--- src/sv/spc_pkg.sv ---
// Shared types and constants of the servo position PID controller.
package spc_pkg;

  localparam int unsigned PotW    = 12;
  localparam int unsigned DegW    = 8;
  localparam int unsigned GainW   = 16;
  localparam int unsigned LimitW  = 31;
  localparam int unsigned TolW    = 15;
  localparam int unsigned ErrW    = 16;
  localparam int unsigned IntegW  = 32;
  localparam int unsigned DutyW   = 10;
  localparam int unsigned CfgIdxW = 3;
  localparam int unsigned CfgDatW = 31;

  localparam logic [DegW-1:0]    DegMax     = 8'd239;
  localparam int unsigned        OutShift   = 8 + 5;
  localparam logic [DutyW-1:0]   SpeedMax   = 10'd1023;

  localparam logic [LimitW-1:0]  LimitReset = 31'd1073741824;
  localparam logic [TolW-1:0]    TolReset   = 15'd64;

  typedef enum logic {
    OP_SAMPLE   = 1'b0,
    OP_SETPOINT = 1'b1
  } op_e;

  typedef enum logic [CfgIdxW-1:0] {
    CFG_GAIN_P      = 3'd0,
    CFG_GAIN_I      = 3'd1,
    CFG_GAIN_D      = 3'd2,
    CFG_INTEG_LIMIT = 3'd3,
    CFG_ERR_TOL     = 3'd4
  } cfg_idx_e;

  typedef struct packed {
    logic signed [GainW-1:0] gain_p;
    logic signed [GainW-1:0] gain_i;
    logic signed [GainW-1:0] gain_d;
    logic [LimitW-1:0]       integ_limit;
    logic [TolW-1:0]         err_tol;
  } cfg_t;

  typedef struct packed {
    logic [PotW-1:0]          setpoint;
    logic signed [IntegW-1:0] integ;
    logic signed [ErrW-1:0]   prev_err;
    logic                     seen;
  } state_t;

  typedef struct packed {
    logic [DutyW-1:0] duty;
    logic             direction;
    logic             brake;
    logic [DegW-1:0]  position_degree;
  } result_t;

endpackage

--- src/sv/spc_datapath.sv ---
// Single-pass PID datapath: next controller state and the drive result for one item.
module spc_datapath (
  input  spc_pkg::op_e               op_i,
  input  logic [spc_pkg::PotW-1:0]   pot_reading_i,
  input  logic [spc_pkg::DegW-1:0]   target_degree_i,
  input  spc_pkg::cfg_t              cfg_i,
  input  spc_pkg::state_t            state_i,
  output spc_pkg::state_t            state_o,
  output spc_pkg::result_t           result_o
);
  import spc_pkg::*;

  logic [DegW-1:0]          deg_clamped;
  logic [PotW-1:0]          sp_from_deg;
  logic [PotW-1:0]          sp_eff;
  logic signed [PotW:0]     diff;
  logic signed [ErrW-1:0]   err;
  logic signed [31:0]       prod_p;
  logic signed [31:0]       prod_i;
  logic signed [ErrW:0]     diff_d;
  logic signed [32:0]       prod_d;
  logic signed [32:0]       acc_raw;
  logic signed [32:0]       lim_pos;
  logic signed [32:0]       lim_neg;
  logic signed [32:0]       acc_clamp;
  logic signed [ErrW:0]     err_ext;
  logic signed [ErrW:0]     tol_pos;
  logic                     in_band;
  logic signed [IntegW-1:0] acc_final;
  logic signed [34:0]       sum;
  logic signed [21:0]       speed_sh;
  logic signed [DutyW:0]    speed;
  logic [15:0]              pos_scaled;

  // Degrees to counts: deg*17 + deg/8, done with shifts.
  assign deg_clamped = (target_degree_i > DegMax) ? DegMax : target_degree_i;
  assign sp_from_deg = {deg_clamped, 4'b0} + {4'b0, deg_clamped}
                     + {7'b0, deg_clamped[DegW-1:3]};

  // The first sample adopts its own reading as setpoint.
  assign sp_eff = state_i.seen ? state_i.setpoint : pot_reading_i;
  assign diff   = $signed({1'b0, sp_eff}) - $signed({1'b0, pot_reading_i});
  assign err    = {diff, 3'b000};

  assign prod_p = err * cfg_i.gain_p;
  assign prod_i = err * cfg_i.gain_i;
  assign diff_d = {err[ErrW-1], err} - {state_i.prev_err[ErrW-1], state_i.prev_err};
  assign prod_d = diff_d * cfg_i.gain_d;

  // Integrator with anti-windup clamp and a dead band that empties it.
  assign acc_raw = {state_i.integ[IntegW-1], state_i.integ} + {prod_i[31], prod_i};
  assign lim_pos = $signed({2'b00, cfg_i.integ_limit});
  assign lim_neg = -lim_pos;

  always_comb begin
    if (acc_raw > lim_pos) begin
      acc_clamp = lim_pos;
    end else if (acc_raw < lim_neg) begin
      acc_clamp = lim_neg;
    end else begin
      acc_clamp = acc_raw;
    end
  end

  assign err_ext   = {err[ErrW-1], err};
  assign tol_pos   = $signed({2'b00, cfg_i.err_tol});
  assign in_band   = (err_ext > -tol_pos) && (err_ext < tol_pos);
  assign acc_final = in_band ? '0 : acc_clamp[IntegW-1:0];

  assign sum = {{3{prod_p[31]}}, prod_p} + {{3{acc_final[IntegW-1]}}, acc_final}
             + {{2{prod_d[32]}}, prod_d};
  // Arithmetic shift floors toward minus infinity.
  assign speed_sh = sum[34:OutShift];

  always_comb begin
    if (speed_sh > $signed({12'b0, SpeedMax})) begin
      speed = $signed({1'b0, SpeedMax});
    end else if (speed_sh < -$signed({12'b0, SpeedMax})) begin
      speed = -$signed({1'b0, SpeedMax});
    end else begin
      speed = speed_sh[DutyW:0];
    end
  end

  assign pos_scaled = {pot_reading_i, 4'b0} - {4'b0, pot_reading_i};

  always_comb begin
    state_o = state_i;
    if (op_i == OP_SETPOINT) begin
      state_o.setpoint = sp_from_deg;
      state_o.integ    = '0;
    end else begin
      state_o.setpoint = sp_eff;
      state_o.integ    = acc_final;
      state_o.prev_err = err;
      state_o.seen     = 1'b1;
    end
  end

  always_comb begin
    result_o.duty            = speed[DutyW] ? DutyW'(-speed) : speed[DutyW-1:0];
    result_o.direction       = !speed[DutyW] && (speed != '0);
    result_o.brake           = (speed == '0);
    result_o.position_degree = pos_scaled[15:8];
  end

endmodule

--- src/sv/servo_pid_position_control.sv ---
// Top level of the servo position PID controller with integrator anti-windup.
//
// Items enter on the in channel: a sample item (op 0) carries a 12-bit pot
// reading and yields one result (duty, direction, brake, pot angle), a
// setpoint item (op 1) carries a target angle, clears the integrator and
// yields nothing. An accepted item is held in the input register; all
// of its arithmetic (three multiplies by the 16-bit gains, the clamped
// integrator update and the saturated P+I+D sum) is one combinational pass
// from there into the result register and the controller state, which are
// loaded as the item leaves the input register, and one item per cycle is
// sustained while the consumer keeps taking results. The integrator
// recurrence through that pass is what sets the clock. A stalled result holds
// a sample item in the input register, and the input waits until that result
// is taken; a setpoint item never waits. Configuration writes land at once and
// should only be issued while no items are in flight.
module servo_pid_position_control (
  input  logic                               clk_i,
  input  logic                               rst_ni,
  input  logic                               in_valid_i,
  output logic                               in_ready_o,
  input  logic                               op_i,
  input  logic [spc_pkg::PotW-1:0]           pot_reading_i,
  input  logic [spc_pkg::DegW-1:0]           target_degree_i,
  output logic                               out_valid_o,
  input  logic                               out_ready_i,
  output logic [spc_pkg::DutyW-1:0]          duty_o,
  output logic                               direction_o,
  output logic                               brake_o,
  output logic [spc_pkg::DegW-1:0]           position_degree_o,
  input  logic                               cfg_we_i,
  input  logic [spc_pkg::CfgIdxW-1:0]        cfg_index_i,
  input  logic [spc_pkg::CfgDatW-1:0]        cfg_wdata_i
);
  import spc_pkg::*;

  // Input register.
  logic             s1_valid_q, s1_valid_d;
  op_e              s1_op_q;
  logic [PotW-1:0]  s1_pot_q;
  logic [DegW-1:0]  s1_deg_q;

  // Result register.
  logic             out_valid_q, out_valid_d;
  result_t          result_q;
  result_t          result_d;

  state_t           state_q;
  state_t           state_d;
  cfg_t             cfg_q;

  logic             in_fire;
  logic             advance;

  // A setpoint item never needs the result register, so it moves on at once.
  assign advance    = s1_valid_q && ((s1_op_q == OP_SETPOINT) || !out_valid_q || out_ready_i);
  assign in_ready_o = !s1_valid_q || advance;
  assign in_fire    = in_valid_i && in_ready_o;

  assign s1_valid_d  = in_fire || (s1_valid_q && !advance);
  assign out_valid_d = (advance && (s1_op_q == OP_SAMPLE)) || (out_valid_q && !out_ready_i);

  spc_datapath u_datapath (
    .op_i            (s1_op_q),
    .pot_reading_i   (s1_pot_q),
    .target_degree_i (s1_deg_q),
    .cfg_i           (cfg_q),
    .state_i         (state_q),
    .state_o         (state_d),
    .result_o        (result_d)
  );

  always_ff @(posedge clk_i or negedge rst_ni) begin
    if (!rst_ni) begin
      s1_valid_q  <= 1'b0;
      out_valid_q <= 1'b0;
      state_q     <= '0;
    end else begin
      s1_valid_q  <= s1_valid_d;
      out_valid_q <= out_valid_d;
      if (advance) begin
        state_q <= state_d;
      end
    end
  end

  // Payload registers need no reset.
  always_ff @(posedge clk_i) begin
    if (in_fire) begin
      s1_op_q  <= op_e'(op_i);
      s1_pot_q <= pot_reading_i;
      s1_deg_q <= target_degree_i;
    end
    if (advance && (s1_op_q == OP_SAMPLE)) begin
      result_q <= result_d;
    end
  end

  // Configuration registers; indexes past the list are ignored.
  always_ff @(posedge clk_i or negedge rst_ni) begin
    if (!rst_ni) begin
      cfg_q.gain_p      <= '0;
      cfg_q.gain_i      <= '0;
      cfg_q.gain_d      <= '0;
      cfg_q.integ_limit <= LimitReset;
      cfg_q.err_tol     <= TolReset;
    end else if (cfg_we_i) begin
      case (cfg_idx_e'(cfg_index_i))
        CFG_GAIN_P:      cfg_q.gain_p      <= cfg_wdata_i[GainW-1:0];
        CFG_GAIN_I:      cfg_q.gain_i      <= cfg_wdata_i[GainW-1:0];
        CFG_GAIN_D:      cfg_q.gain_d      <= cfg_wdata_i[GainW-1:0];
        CFG_INTEG_LIMIT: cfg_q.integ_limit <= cfg_wdata_i[LimitW-1:0];
        CFG_ERR_TOL:     cfg_q.err_tol     <= cfg_wdata_i[TolW-1:0];
        default: ;
      endcase
    end
  end

  assign out_valid_o       = out_valid_q;
  assign duty_o            = result_q.duty;
  assign direction_o       = result_q.direction;
  assign brake_o           = result_q.brake;
  assign position_degree_o = result_q.position_degree;

  // A braked result carries no drive at all.
  a_brake_idle : assert property (@(posedge clk_i) disable iff (!rst_ni)
    out_valid_q && result_q.brake |-> (result_q.duty == '0) && !result_q.direction)
    else $error("brake with nonzero drive");

  // A running drive always has a nonzero duty.
  a_drive_duty : assert property (@(posedge clk_i) disable iff (!rst_ni)
    out_valid_q && !result_q.brake |-> (result_q.duty != '0))
    else $error("drive without duty");

  // A setpoint item leaving the input register must not create a result.
  a_setpoint_silent : assert property (@(posedge clk_i) disable iff (!rst_ni)
    advance && (s1_op_q == OP_SETPOINT) && !out_valid_q |=> !out_valid_q)
    else $error("setpoint item produced a result");

  // The input side only stalls while the input register is occupied.
  a_ready_stall : assert property (@(posedge clk_i) disable iff (!rst_ni)
    !in_ready_o |-> s1_valid_q && out_valid_q && !out_ready_i)
    else $error("input stalled without cause");

endmodule

--- config.mk ---
export PLATFORM = sky130hd
export DESIGN_NAME = servo_pid_position_control
export DESIGN_NICKNAME = d
export VERILOG_FILES = /design/src/sv/spc_pkg.sv /design/src/sv/spc_datapath.sv /design/src/sv/servo_pid_position_control.sv
export SDC_FILE = /design/constraint.sdc
export NUM_CORES = 2
export LEC_CHECK = 0
export ABC_AREA = 1
export ABC_CLOCK_PERIOD_IN_PS = 31600
export BUFFER_PORTS_ARGS = -buffer_cell sky130_fd_sc_hd__buf_2
export CORE_MARGIN = 4
export CORE_UTILIZATION = 60
export CTS_BUF_LIST = sky130_fd_sc_hd__clkbuf_4
export CTS_CLUSTER_SIZE = 28
export DETAILED_ROUTE_END_ITERATION = 8
export GPL_TIMING_DRIVEN = 0
export PLACE_DENSITY = 0.77
export SLEW_MARGIN = 40
export SYNTH_ARGS = -nofsm -noshare
export SYNTH_HDL_FRONTEND = slang
export SYNTH_SLANG_ARGS = --single-unit
--- constraint.sdc ---
create_clock -name clk_i -period 31.6 [get_ports clk_i]
set_input_delay 3.16 -clock clk_i [delete_from_list [all_inputs] [get_ports clk_i]]
set_output_delay 3.16 -clock clk_i [all_outputs]
set_load 0.005 [all_outputs]
==> summary.txt <==
Clock network
  – Post-CTS Hold Fix Bufs: 0
  – Post-CTS sizing: 0
  – Clk_lat worst skew: approximately 0.82 ns
  – Clock sink count: ~200
  – Maximum root-to-sink buffer count: 2
  – # Post-CTS Setup Buffers: 0
  – Htree depth: 4
  – CTS clk-pin slew, worst paths: approximately 0.21 ns
  – Root buf cell: clkbuf_4
  – Number of CTS-inserted buffers: 17
  – CTS tree: yes

Die
  – Row cnt: 96
  – CORE AREA: approximately 69000 µm²
  – Effective utilization at floorplan: about three fifths
  – Die Wd: 271.4 µm
  – Die H: 271.4 µm
  – Die Area: about 74000 µm²
  – IO Pins: just over 80

Detailed routing
  – WL/cell: around 20 µm
  – Vias post-DR: around 36000
  – DRT Pass-1 Iters: 8
  – Final wirelength: around 130000 µm
  – Iteration-0 DRC Markers: ~3100
  – Vias per std cell: roughly 5.6
  – Drt drc: 0
  – Routed Antenna Nets: 0

Critical path
  – CP most frequent cell: nand2_1
  – CP Class: reg2reg
  – Critical path buffers and inverters: 14
  – Required @ worst endpoint: around 32 ns
  – Flop2flop setup slack: 12.17 ns
  – Top Family by Delay on Critical Path: adder cells
  – CP arrival: 20.02 ns
  – Critical path fanouts, max: 12
  – CP max stage cell: nand2_1
  – Max stage delay on crit path: about 0.60 ns
  – Crit end category: flop
  – Type of origin of the critical path: flop

Cells and area
  – Share of cells above drive strength 1: a little under 4%
  – Fin cells: between 6000 and 7000
  – Nets: between 6000 and 7000
  – Register area: just over 5000 µm²
  – FILL cells: slightly above 6000
  – Area grow syn2layout: 4.939%
  – Area of the multi-input gates: 31660 µm²

Global routing
  – Initial antenna violation count: 15
  – Vias in the first global route: 37261
  – Grt total ovfl: 0
  – First-pass GRT wire length: a little over 200000 µm
  – Total GRT Usage: about 36%
  – Largest net degree at the start of global routing: 74

Place
  – DP Wirelength: approximately 110000 µm
  – Placed insts: between 6000 and 7000
  – RePlAce Congestion: about 1.0
  – IO buf count: about 80

Timing
  – Layout Skew: 0.07595 ns
  – Actual slew at the worst max-slew pin: approximately 0.98 ns
  – Fmax achieved: 51.47 MHz
  – Fin. Hold Viols: 0
  – Max-slew headroom: between 30% and 40%
  – Final min period: between 15 and 20 ns
  – Setup TNS: 0 ns
  – Fin. max-slew vios: 0
  – Period utilisation layout: 61.49%
  – Endpoints failing setup: 0
  – RSZ-0062 raised after global routing: no

Synthesis
  – #FFs+latches synth: roughly 200
  – Top post-synthesis cells by area: fa_1 (30%), ha_1 (13%), nand2_1 (11%)
  – Post-synth net total: around 6500
  – YS warnings: 0
  – Yosys cell types: between 50 and 60
  – Top_reg_cell synth: dfrtp_1
  – FFs w/ async S/R, synth: a little under 80%
  – EDFF count, synth: between 40 and 50
  – Synthesized netlist cell count: 5391
  – Synthesized cell area: around 42000 µm²
  – Register area share after synthesis: around an eighth
  – Synthesized area per cell: 7.720 µm²
  – Yosys top cell area share: between 30% and 40%
  – Synth area leader: fa_1

Outcome
  – Status: completed

Worst hold path
  – Hold crit path type: reg2reg

Run
  – Max Cap Violations: 0
## area by class of cell
cell class | count | area share (%)
antenna | 10 | 0.05729
buffer | 136 | 1.306
clock buffer | 18 | 0.3094
clock inverter | 14 | 0.4240
inverter | 1154 | 9.917
multi-input combinational | 3906 | 72.50
sequential | 195 | 11.65
tap | 931 | 2.667
timing repair buffer | 85 | 1.175
## sequential cells by signal (all words and copies together), names as in the netlist
signal             cells
s1_pot_q              12
state_q               58
s1_deg_q               8
direction_o            1
position_degree_o      8
out_valid_o            1
brake_o                1
s1_op_q                1
cfg_q                 94
s1_valid_q             1
duty_o                10
## final timing paths
kind / start / end / cells past startpoint
setup reg to reg: state_q[0] / duty_o[8] / 92
setup / recovery: state_q[0] / duty_o[8] / 92
hold reg to reg: state_q[59] / state_q[59] / 2
hold / removal: state_q[59] / state_q[59] / 2
min in group asynchronous: rst_ni / cfg_q[38] / 1
max in group asynchronous: rst_ni / cfg_q[6] / 3
## synth_stat cells (16+ instances only)
cell	count
ha_1	449
a31oi_1	33
nor2_1	413
nand3_1	200
xnor2_1	68
a21oi_1	247
edfxtp_1	41
dfrtp_1	152
clkbuf_1	110
or2_2	25
nor3_1	39
nand2_1	1244
nand4_1	40
inv_1	1129
fa_1	633
o21ai_1	16
xor2_1	132
clkinv_1	17
o21ai_0	219
## per-stage QoR
step           utilization, %  hold WS [ns]  instance area (µm²)  setup slack [ns]
4_1_cts                 63.53        0.5106                43650             12.49
2_1_floorplan               -        0.4495                41620             16.63
3_5_place_dp            63.06        0.4703                43330             12.58
5_1_grt                 63.54        0.5292                43660             10.75
6_report                63.57        0.5110                43680             12.17
3_3_place_gp            62.86        0.4656                43190             12.64
## metal layers
metal | wire length (µm) | track usage [%] | vias up
li1 | - | - | 16763
met1 | 50570 | 45.48 | 17350
met2 | 57810 | 56.94 | 1632
met3 | 13110 | 10.80 | 373
met4 | 6930 | 16.56 | 14
met5 | 92 | 0 | -
## placed cells by master (no fill, tap or decap), types with 8 or more instances in the layout
cell type | netlist | final
a31oi_1 | 33 | 33
dfrtp_1 | 152 | 152
buf_2 | 14 | 95
edfxtp_1 | 41 | 41
o221ai_1 | 12 | 12
fa_1 | 633 | 633
nor2_1 | 413 | 412
nor4_1 | 11 | 11
clkbuf_4 | 0 | 18
ha_1 | 449 | 449
inv_2 | 8 | 8
clkbuf_1 | 110 | 104
o211ai_1 | 11 | 11
o21ai_1 | 16 | 16
inv_1 | 1129 | 1129
or2_2 | 25 | 25
diode_2 | 0 | 10
a21oi_1 | 247 | 246
nand4_1 | 40 | 40
a21o_1 | 9 | 9
o21ai_0 | 219 | 219
o21bai_1 | 8 | 8
nand3_1 | 200 | 199
nand2_1 | 1244 | 1244
nand2_2 | 9 | 9
xor2_1 | 132 | 131
nor3_1 | 39 | 39
clkinv_1 | 17 | 17
nand3b_1 | 9 | 9
o21a_1 | 15 | 15
xnor2_1 | 68 | 68
## logic make-up after synthesis
kind of cell | Yosys count | synth area share [%]
xor gates and xnor gates | 201 | 4.248
and+or+nand+nor | 2016 | 19.75
buffers and inverters | 1290 | 11.76
AOI/OAI and AO/OA | 606 | 8.057
adders and majority gates | 1082 | 43.94
muxes | 1 | 0.02405
DFF | 195 | 12.22
## worst register-to-register path: cells and delay by family, from the launching register on
kind                     cells  cell delay (ns)
AO/OA/AOI/OAI               22             4.80
XOR/XNOR                     2             0.73
adder cells (fa/ha/maj)     13             5.52
buffers and inverters       14             2.66
flip-flops                   1             0.36
AND/OR/NAND/NOR             41             5.20
Power is left out: the tool's default activity adds up to more than one toggle a clock period on the data nets, which glitch-free logic cannot reach.
